### src/rtl/core/gauss_jordan_matrix_inverse_core_defines.svh
// Assertion macros for the matrix inverse core.
`ifndef GAUSS_JORDAN_MATRIX_INVERSE_CORE_DEFINES_SVH
`define GAUSS_JORDAN_MATRIX_INVERSE_CORE_DEFINES_SVH
`ifndef NO_ASSERTIONS
// checked outside reset
`define GJMI_ASSERT(lbl, prop, msg) \
  lbl: assert property (@(posedge clk) disable iff (rst) prop) else $error(msg);
// checked at every edge, reset included
`define GJMI_ASSERT_ALWAYS(lbl, prop, msg) \
  lbl: assert property (@(posedge clk) prop) else $error(msg);
`else
`define GJMI_ASSERT(lbl, prop, msg)
`define GJMI_ASSERT_ALWAYS(lbl, prop, msg)
`endif
`endif

### src/rtl/core/gjmi_pkg.sv
// Shared types, constants and fixed-point helpers for the matrix inverse core.
package gjmi_pkg;

  localparam int DATA_W = 32;
  localparam int SIZE_W = 4;
  localparam logic [SIZE_W-1:0] SIZE_RESET = 4'd4;

  typedef enum logic [1:0] {
    WSEL_KEEP = 2'd0,
    WSEL_EXT  = 2'd1,
    WSEL_ELIM = 2'd2
  } wsel_t;

  typedef struct packed {
    logic  adv;      // rotate the row ring one place
    wsel_t wsel;     // what enters the ring tail on a rotation
    logic  cap_f;    // capture the head as elimination factor
    logic  mul_en;   // register pivot * factor
    logic  init_id;  // set companion half to an identity row
    logic  f_we;     // load factor from row j's cell (row swap)
  } cell_ctrl_t;

  function automatic logic [31:0] mag32(input logic signed [31:0] x);
    mag32 = x[31] ? (~x + 32'd1) : x;
  endfunction

  function automatic logic signed [31:0] sat32(input logic neg, input logic [63:0] mag);
    if (neg) begin
      if (mag >= 64'h8000_0000) sat32 = 32'sh8000_0000;
      else sat32 = -$signed(mag[31:0]);
    end else begin
      if (mag > 64'h7FFF_FFFF) sat32 = 32'sh7FFF_FFFF;
      else sat32 = $signed(mag[31:0]);
    end
  endfunction

  function automatic logic signed [31:0] sub_sat(input logic signed [31:0] x,
                                                 input logic signed [31:0] y);
    logic signed [32:0] r;
    r = {x[31], x} - {y[31], y};
    if (r[32] != r[31]) sub_sat = r[32] ? 32'sh8000_0000 : 32'sh7FFF_FFFF;
    else sub_sat = r[31:0];
  endfunction

endpackage

### src/rtl/core/gjmi_div.sv
// Restoring divider, one quotient bit a cycle: (|num| << F) / |den|, signed, saturated.
module gjmi_div #(
  parameter int FRACTION_BITS = 16
) (
  input  logic               clk,
  input  logic               rst,
  input  logic               start,
  input  logic signed [31:0] num,
  input  logic signed [31:0] den,
  output logic               done,
  output logic signed [31:0] quo
);

  localparam int W  = 32 + FRACTION_BITS;
  localparam int CW = $clog2(W + 1);

  logic [W-1:0]  shreg;
  logic [31:0]   rem;
  logic [31:0]   dvs;
  logic          neg;
  logic [CW-1:0] cnt;
  logic [32:0]   trial;
  logic          ge;

  assign trial = {rem, shreg[W-1]};
  assign ge    = trial >= {1'b0, dvs};

  always_ff @(posedge clk) begin
    if (rst) begin
      cnt  <= '0;
      done <= 1'b0;
    end else begin
      done <= 1'b0;
      if (start) begin
        shreg <= W'(gjmi_pkg::mag32(num)) << FRACTION_BITS;
        rem   <= '0;
        dvs   <= gjmi_pkg::mag32(den);
        neg   <= num[31] ^ den[31];
        cnt   <= CW'(W);
      end else if (cnt != '0) begin
        rem   <= ge ? 32'(trial - {1'b0, dvs}) : trial[31:0];
        shreg <= {shreg[W-2:0], ge};
        cnt   <= cnt - CW'(1);
        if (cnt == CW'(1)) done <= 1'b1;
      end
    end
  end

  assign quo = gjmi_pkg::sat32(neg, 64'(shreg));

endmodule

### config.mk
export PLATFORM = sky130hd
export DESIGN_NAME = gjmi_div
export DESIGN_NICKNAME = d
export VERILOG_FILES = /design/src/rtl/core/gauss_jordan_matrix_inverse_core_defines.svh /design/src/rtl/core/gjmi_pkg.sv /design/src/rtl/core/gjmi_div.sv
export SDC_FILE = /design/constraint.sdc
export NUM_CORES = 1
export LEC_CHECK = 0
export BUFFER_PORTS_ARGS = -buffer_cell sky130_fd_sc_hd__buf_2
export CAP_MARGIN = 15
export CORE_AREA = 8 8 165 151
export CTS_CLUSTER_DIAMETER = 120
export CTS_CLUSTER_SIZE = 10
export DETAILED_ROUTE_END_ITERATION = 16
export DIE_AREA = 0 0 173 159
export PLACE_DENSITY = 0.64
export SETUP_SLACK_MARGIN = 0.05
export SLEW_MARGIN = 10
export SYNTH_ARGS = -nofsm -noshare
export SYNTH_HDL_FRONTEND = slang
export SYNTH_SLANG_ARGS = --single-unit
### constraint.sdc
create_clock -name clk -period 9 [get_ports clk]
set_input_delay 0.45 -clock clk [delete_from_list [all_inputs] [get_ports clk]]
set_output_delay 0.45 -clock clk [all_outputs]
set_load 0.01 [all_outputs]
==> impl_metrics.toml <==
[yosys]
ys_seq_area_share_pct = 40.7
synth.avg_cell_area_um2 = 9.17
async_flop_share_pct = 0
synth_flop_cell = "edfxtp_1"
netlist_instances = 947
synth_most_common_cell = "edfxtp_1"
syn_nets = 1052
synthesis.area_um2 = 8680
ys_ff_latch = 120
synth_top_cells_by_count = "edfxtp_1 (113), nor2_1 (108), nand2_1 (70), o21ai_0 (66), a21oi_1 (65)"
yosysTopAreaCellShare_pct = 39.1
yosysTopAreaCell = "edfxtp_1"
synth_edf_count = 113
ys_types = 57
yosysWarnings = 0
synth_area_leaders = "edfxtp_1 (39%), ha_1 (5.3%), xnor2_1 (5.0%)"

[floorplan]
rows = 52
start_util_pct = 39.3
ios = 100
die_h_um = 159
die_x_um = 173
dieArea_um2 = 27500
core_um2 = 22100

[final_layout]
layout-drive-gt1-share_pct = 14.4
fillerInstances = 2168
area_delta_synth_final_pct = 16.3
num_antenna_cells = 0
nNetsFinal = 1134

[clocking]
cts_max_path_buffers = 2
cts_setup_buffers = 0
cts-root-buf = "clkbuf_16"
clk_latency_ns = 0.41
clock-sinks = 120
cts_resized = 0
cts_tree = "yes"
h-tree-depth = 4
clk_pin_slew_ns = 0.06
cts_buffers = 17
hold_buffers = 0

[global_routing]
overflow = 0
track_usage_pct = 15.2
grt_pass1_wl_um = 35000
antenna_found_initial = 0
grt_max_degree = 81
grt_pass1_vias = 6856

[worst_setup_path]
worstSetupPathType = "reg -> out"
cp-end-kind = "output pin"
path_max_fanout = 6
arrival_ns = 3.98
critPathRequiredTime_ns = 8.55
cp-start-kind = "flop"

[detailed_routing]
wl_um = 21300
wl_per_cell_um = 15.9
vias = 7320
drc_errors = 0
drt_iter0_drc = 606
firstDrtPassIters = 5
ant_nets = 0
viasPerCell = 5.47

[sta]
rsz0062_at_grt = "false"
fin_setup_tns_ns = 0
clock.fmax_mhz = 226
finClkSkew_ns = 0.0101
finalSetupViolCount = 0
final.period_utilization_pct = 49.2
postLayoutSetupSlackWorst_ns = 4.57
final_hold_viol_count = 0
min_period_ns = 4.43
relSlewSlack_pct = 24.8
worst_pin_slew_ns = 1.13
slew_viol_final = 0

[power]
internal_power_mw = 1.47
peakVddDrop_mv = 0.119
p_leak_nw = 3.97
clockPowerShare_pct = 34.1
powerDensity_nw_per_um2 = 214
seq_power_share_pct = 35.2
power.switching_mw = 0.690
power.share.switching_pct = 31.9
comb_power_share_pct = 30.7

[placement]
gp_congestion = 0.918
pre_cts_slack_ns = 4.66
portBuffers = 99
dpl.hpwl_um = 15400

[run_status]
status = "finished clean"

[min_path]
hold_class = "in -> reg"

[run]
drv_cap = 0
-- kinds of logic after synthesis --
family / after synthesis / share of synthesized area [%]
AND/OR/NAND/NOR: 320 / 18.2
AO/OA/AOI/OAI: 246 / 18.4
flip-flops: 120 / 40.7
XOR/XNOR: 100 / 10.1
buffers and inverters: 98 / 4.24
adder cells (fa/ha/maj): 38 / 5.56
multiplexers: 25 / 2.90
-- area by class of cell --
type | count | area, um2 | share of cell area, %
Clock inverter | 14 | 205 | 2.03
Inverter | 57 | 214 | 2.12
Sequential cell | 120 | 3530 | 35.0
Timing Repair Buffer | 104 | 536 | 5.30
Tap cell | 297 | 372 | 3.68
Multi-Input combinational cell | 729 | 4810 | 47.6
Clock buffer | 18 | 429 | 4.25
-- stage by stage --
step / area (um2) / cells / total power [mW] / util (%) / hold slack (ns)
6_report: 10100 / 1339 / 2.16 / 45.7 / 0.267
5_1_grt: 10100 / 1339 / 2.28 / 45.7 / 0.255
4_1_cts: 10100 / 1339 / 2.18 / 45.7 / 0.235
3_5_place_dp: 9470 / 1307 / 1.43 / 42.8 / 0.500
3_3_place_gp: 9470 / 1307 / 1.42 / 42.8 / 0.497
2_1_floorplan: 8680 / 947 / 1.25 / - / 0.460
-- layout by cell type, fill, tap and decap left out, types with 4 or more instances in the layout --
master       n
edfxtp_1   113
nor2_1     107
buf_2       98
nand2_1     70
o21ai_0     66
a21oi_1     65
inv_1       56
xor2_1      50
xnor2_1     50
ha_1        37
nor2b_1     24
mux2i_1     24
or3_1       22
nor3_1      18
o311ai_0    18
clkbuf_16   17
o31ai_1     16
nor4_1      13
or4_1       13
nand3_1     13
o41ai_1     12
a211oi_1    12
a21o_1      11
nand2b_1    10
a31oi_1      7
dfxtp_1      7
nand4_1      6
buf_4        6
and3_1       5
o211ai_1     5
o21bai_1     5
bufinv_16    5
o21a_1       4
-- registers in the layout (all words and copies together), names as in the netlist --
register / count
cnt: 6
done: 1
dvs: 32
neg: 1
rem: 32
shreg: 48
-- per-layer routing --
layer  vias up  GRT usage, %  routed length (um)
met1      3404          21.8               10800
li1       3644             -                   -
met3        22          3.41                1260
met5         -             0                   0
met2       250          22.5                9000
met4         0          4.35                 262
-- power groups by stage --
stage | Sequential, mW | Combinational, mW | Clock, mW
floorplan | 0.755 | 0.498 | 0
global placement | 0.770 | 0.651 | 0
detailed placement | 0.770 | 0.658 | 0
CTS | 0.760 | 0.661 | 0.755
global route | 0.771 | 0.738 | 0.774
finish | 0.761 | 0.664 | 0.737
-- worst max-delay path: stages (launching register included) --
cell and delay (ns):
edfxtp_1 0.40, or3_1 0.42, or3_1 0.38, inv_1 0.10
nand3_1 0.13, or3_1 0.46, or4_1 0.50, o31ai_1 0.64
nand2_1 0.16, xnor2_1 0.21, buf_2 0.16
-- worst paths after layout --
path | startpoint | to | slack, ns | cells after the start
setup / recovery | shreg[1] | quo[29] | 4.57 | 10
hold reg to reg | cnt[4] | cnt[4] | 0.51 | 2
hold / removal | den[0] | dvs[0] | 0.27 | 1
setup reg to reg | rem[8] | rem[22] | 4.63 | 11
No activity file was read; power rests on OpenSTA's default activity.
