**src/rtl/core/gauss_jordan_matrix_inverse_core_defines.svh**
```systemverilog
// Assertion macros for the matrix inverse core.
`ifndef GAUSS_JORDAN_MATRIX_INVERSE_CORE_DEFINES_SVH
`define GAUSS_JORDAN_MATRIX_INVERSE_CORE_DEFINES_SVH
`ifndef NO_ASSERTIONS
// checked outside reset
`define GJMI_ASSERT(lbl, prop, msg) \
  lbl: assert property (@(posedge clk) disable iff (rst) prop) else $error(msg);
// checked at every edge, reset included
`define GJMI_ASSERT_ALWAYS(lbl, prop, msg) \
  lbl: assert property (@(posedge clk) prop) else $error(msg);
`else
`define GJMI_ASSERT(lbl, prop, msg)
`define GJMI_ASSERT_ALWAYS(lbl, prop, msg)
`endif
`endif

```
**src/rtl/core/gjmi_pkg.sv**
```systemverilog
// Shared types, constants and fixed-point helpers for the matrix inverse core.
package gjmi_pkg;

  localparam int DATA_W = 32;
  localparam int SIZE_W = 4;
  localparam logic [SIZE_W-1:0] SIZE_RESET = 4'd4;

  typedef enum logic [1:0] {
    WSEL_KEEP = 2'd0,
    WSEL_EXT  = 2'd1,
    WSEL_ELIM = 2'd2
  } wsel_t;

  typedef struct packed {
    logic  adv;      // rotate the row ring one place
    wsel_t wsel;     // what enters the ring tail on a rotation
    logic  cap_f;    // capture the head as elimination factor
    logic  mul_en;   // register pivot * factor
    logic  init_id;  // set companion half to an identity row
    logic  f_we;     // load factor from row j's cell (row swap)
  } cell_ctrl_t;

  function automatic logic [31:0] mag32(input logic signed [31:0] x);
    mag32 = x[31] ? (~x + 32'd1) : x;
  endfunction

  function automatic logic signed [31:0] sat32(input logic neg, input logic [63:0] mag);
    if (neg) begin
      if (mag >= 64'h8000_0000) sat32 = 32'sh8000_0000;
      else sat32 = -$signed(mag[31:0]);
    end else begin
      if (mag > 64'h7FFF_FFFF) sat32 = 32'sh7FFF_FFFF;
      else sat32 = $signed(mag[31:0]);
    end
  endfunction

  function automatic logic signed [31:0] sub_sat(input logic signed [31:0] x,
                                                 input logic signed [31:0] y);
    logic signed [32:0] r;
    r = {x[31], x} - {y[31], y};
    if (r[32] != r[31]) sub_sat = r[32] ? 32'sh8000_0000 : 32'sh7FFF_FFFF;
    else sub_sat = r[31:0];
  endfunction

endpackage

```
**src/rtl/core/gjmi_cell.sv**
```systemverilog
// One row cell: rotating ring of work and companion entries with its own multiply-subtract.
module gjmi_cell #(
  parameter int MAX_ORDER     = 8,
  parameter int FRACTION_BITS = 16,
  parameter int ROW           = 0
) (
  input  logic                         clk,
  input  gjmi_pkg::cell_ctrl_t         ctrl,
  input  logic signed [31:0]           ext_data,
  input  logic signed [31:0]           f_data,
  input  logic                         load_we,
  input  logic [$clog2(MAX_ORDER)-1:0] load_col,
  input  logic signed [31:0]           load_data,
  input  logic signed [31:0]           pivot,
  output logic signed [31:0]           head,
  output logic signed [31:0]           f
);

  localparam int L  = 2 * MAX_ORDER;
  localparam int LW = $clog2(L);
  localparam logic signed [31:0] ONE = 32'sd1 <<< FRACTION_BITS;

  // work entries at 0..MAX_ORDER-1, companion at MAX_ORDER..L-1; head is entry 0
  logic signed [31:0] ring [L];
  logic signed [31:0] prod;
  logic signed [31:0] tail_in;
  logic [63:0]        p_full;

  assign head   = ring[0];
  assign p_full = 64'(gjmi_pkg::mag32(pivot)) * 64'(gjmi_pkg::mag32(f));

  always_comb begin
    unique case (ctrl.wsel)
      gjmi_pkg::WSEL_EXT:  tail_in = ext_data;
      gjmi_pkg::WSEL_ELIM: tail_in = gjmi_pkg::sub_sat(ring[0], prod);
      default:             tail_in = ring[0];
    endcase
  end

  always_ff @(posedge clk) begin
    if (load_we) begin
      ring[LW'(load_col)] <= load_data;
    end else if (ctrl.init_id) begin
      for (int c = 0; c < MAX_ORDER; c++) begin
        ring[MAX_ORDER + c] <= (c == ROW) ? ONE : 32'sd0;
      end
    end else if (ctrl.adv) begin
      for (int k = 0; k < L - 1; k++) begin
        ring[k] <= ring[k + 1];
      end
      ring[L-1] <= tail_in;
    end
    if (ctrl.cap_f) f <= ring[0];
    else if (ctrl.f_we) f <= f_data;
    if (ctrl.mul_en) prod <= gjmi_pkg::sat32(pivot[31] ^ f[31], p_full >> FRACTION_BITS);
  end

endmodule

```
**config.mk**
```make
export PLATFORM = sky130hd
export DESIGN_NAME = gjmi_cell
export DESIGN_NICKNAME = d
export VERILOG_FILES = /design/src/rtl/core/gauss_jordan_matrix_inverse_core_defines.svh /design/src/rtl/core/gjmi_pkg.sv /design/src/rtl/core/gjmi_cell.sv
export SDC_FILE = /design/constraint.sdc
export NUM_CORES = 2
export LEC_CHECK = 0
export BUFFER_PORTS_ARGS = -buffer_cell sky130_fd_sc_hd__buf_2
export CAP_MARGIN = 20
export CORE_MARGIN = 2
export CORE_UTILIZATION = 58
export CTS_CLUSTER_SIZE = 40
export DETAILED_ROUTE_END_ITERATION = 10
export HOLD_SLACK_MARGIN = 0.1
export PLACE_DENSITY = 0.82
export RECOVER_POWER = 50
export SLEW_MARGIN = 20
export SYNTH_ARGS = -nofsm -noshare
export SYNTH_HDL_FRONTEND = slang
export SYNTH_SLANG_ARGS = --single-unit
export TNS_END_PERCENT = 20
```
**constraint.sdc**
```tcl
create_clock -name clk -period 17 [get_ports clk]
set_input_delay 0.85 -clock clk [delete_from_list [all_inputs] [get_ports clk]]
set_output_delay 0.85 -clock clk [all_outputs]
set_load 0.1 [all_outputs]
```
==> results.tsv <==
stage	metric	value	unit
status	status	finished with violations	
status	violations	capacitance limit, slew limit	
logic_synthesis	synth_top_cell_by_area	fa_1	
timing	slew_viol_final	661	
die	die_h	324	µm
global_routing	grt_usage	36.2	%
clocking	cts_tree	done	
global_routing	grt_pass1_vias	45713	
die	die-area	105000	µm²
placement	portBuffers	203	
global_routing	antenna_found_initial	23	
route	dr.pass1.iters	8	
setup_path	path_class	in -> reg	
route	drtIter0Drc	5361	
die	io_pins	204	
global_routing	grt_max_degree	233	
clocking	numCtsBuffers	49	
route	ant_nets	0	
timing	setup_tns	0	ns
route	met2WireLength	79000	µm
final_layout	syn_to_final_growth	7.72	%
logic_synthesis	syn_nets	7195	
timing	period_needed	12.77	ns
timing	relSlewSlack	-528	%
route	routedWlPerCell	25.3	µm
timing	fmax	78.3	MHz
logic_synthesis	ys_warn_count	0	
logic_synthesis	synth_flop_cell	edfxtp_1	
logic_synthesis	synth-seq-cells	576	
setup_path	endpoint_kind	flip-flop	
clocking	clkSinkCount	576	
logic_synthesis	synth_top_area_share	30.2	%
die	coreArea	102000	µm²
timing	finalHoldViolCount	0	
setup_path	critical_path_required	17.38	ns
route	routed_wl	186000	µm
logic_synthesis	syn_avg_cell_area	10.1	µm²
timing	tightest_slew	9.42	ns
final_layout	layoutNonFillerInstCount	7339	
route	routed.top_layer	met5	
timing	rsz0062_at_grt	false	
die	fp-row-count	117	
logic_synthesis	synthArstFlopShare	0	%
placement	place_inst	7247	
final_layout	layout-drive-gt1-share	8.58	%
setup_path	slowest_delay	0.79	ns
clocking	cts.clk_slew.worst_paths	0.08	ns
min_path	hold_path_class	reg -> reg	
clocking	htree_num_levels	2	
timing	post-route-period-util	75.1	%
global_routing	grt_overflow_total	0	
logic_synthesis	yosysMostFrequentCell	inv_1	
final_layout	fin_nets	7265	
run	cap_violations	16	
clocking	cts_root_buf	clkbuf_16	
route	viasPerCell	6.10	
timing	setup_viol	0	
timing	final_critical_path_setup_slack	4.23	ns
placement	dp_hpwl	142000	µm
logic_synthesis	synth_cells	5861	
logic_synthesis	yosys-top-cells-area	fa_1, edfxtp_1, ha_1	
setup_path	startpoint_type	input pin	
route	drc	0	
setup_path	cpMaxStageDelayCell	nor4_1	
final_layout	post-route-util	63.0	%
route	wl_met1	68100	µm
clocking	postCtsSetupBuffers	0	
global_routing	grt_pass1_wl	280000	µm
clocking	cts.path.max_buffers	3	
route	wl_met3	27400	µm
logic_synthesis	synth_edf_count	576	
logic_synthesis	yosysSeqAreaShare	29.1	%
clocking	holdBufCountCts	0	
clocking	cts_resized	0	
die	die_w	324	µm
clocking	clk_latency	0.62	ns
setup_path	crit_fanout	63	
logic_synthesis	synth_cell_types	83	
timing	fin_skew	0.0330	ns
route	via_count	44764	
placement	pre_cts_slack	3.89	ns
placement	place.gp.congestion	1.03	
logic_synthesis	syn_area	59500	µm²
logic_synthesis	synth_common_cells	inv_1, fa_1, nand2_1	
setup_path	crit_arrival	13.15	ns
setup_path	reg2reg_slack	4.57	ns
setup_path	cp_common_cell	fa_1	
die	start_util	58.4	%
==> placed cells by master (no fill, tap or decap), drive strengths merged, types with 21 or more instances in the layout <==
master / instances
inv: 962
fa: 896
nand2: 695
edfxtp: 576
nor2: 532
buf: 321
a21o: 298
ha: 298
and2: 282
a21oi: 161
o21ai: 141
xnor2: 95
xor2: 81
clkbuf: 73
nor3: 56
nand4: 36
mux2: 36
or3: 32
o21a: 29
a221oi: 29
nand3: 28
nand2b: 23
nor4: 21
==> final timing paths <==
kind | endpoint | startpoint | cells past startpoint
setup / recovery | prod[22]$_DFFE_PP_ | pivot[11] | 33
hold / removal | ring[6][4]$_DFFE_PP_ | ring[7][4]$_DFFE_PP_ | 1
setup reg to reg | prod[22]$_DFFE_PP_ | f[4]$_DFFE_PP_ | 34
hold reg to reg | ring[6][4]$_DFFE_PP_ | ring[7][4]$_DFFE_PP_ | 1
==> metal layers <==
layer / global-route usage (%) / vias up
li1: - / 18831
met5: 0 / -
met2: 52.3 / 2926
met4: 17.3 / 28
met3: 14.2 / 674
met1: 47.9 / 22305
==> metrics by stage <==
| step | area, µm² | hold slack, ns |
|---|---|---|
| after CTS | 64100 | 0.510 |
| after global placement | 62600 | 0.493 |
| final | 64100 | 0.512 |
| after global routing | 64000 | 0.520 |
| after detailed placement | 62600 | 0.501 |
| after floorplan | 59500 | 0.477 |
==> state kept, by name, summed over array words and instances, names as in the netlist <==
register and flops:
f 32, prod 32, ring 512
==> kinds of logic (layout without fill, tap and decap cells) <==
family | count (synthesis) | count (layout) | synth area share, %
buf+inv | 1275 | 1379 | 8.07
fa+ha+maj | 1194 | 1194 | 36.4
simple gates | 1788 | 1788 | 13.8
mux | 50 | 50 | 0.945
compound gates | 801 | 801 | 9.08
other cells | 0 | 6 | 0
xor+xnor | 177 | 177 | 2.63
flops | 576 | 576 | 29.1
==> area by class of cell <==
type / count / area [µm²]
timing repair buffer: 335 / 1980
clock inverter: 26 / 273
tap: 1368 / 1710
fill: 7971 / 37700
inverter: 959 / 3600
sequential: 576 / 17300
clock buffer: 59 / 1260
antenna: 6 / 15.0
multi-input combinational: 4010 / 37900
==> worst max-delay path, delay by kind of cell <==
kind / cells / cell delay, ns
mux: 1 / 0.38
fa+ha+maj: 9 / 4.53
simple gates: 15 / 5.03
xor+xnor: 1 / 0.75
buf+inv: 4 / 0.55
compound gates: 3 / 1.00
Power is not shown: default switching activity piles up to over one toggle a cycle in this logic, so the estimate is an artifact.
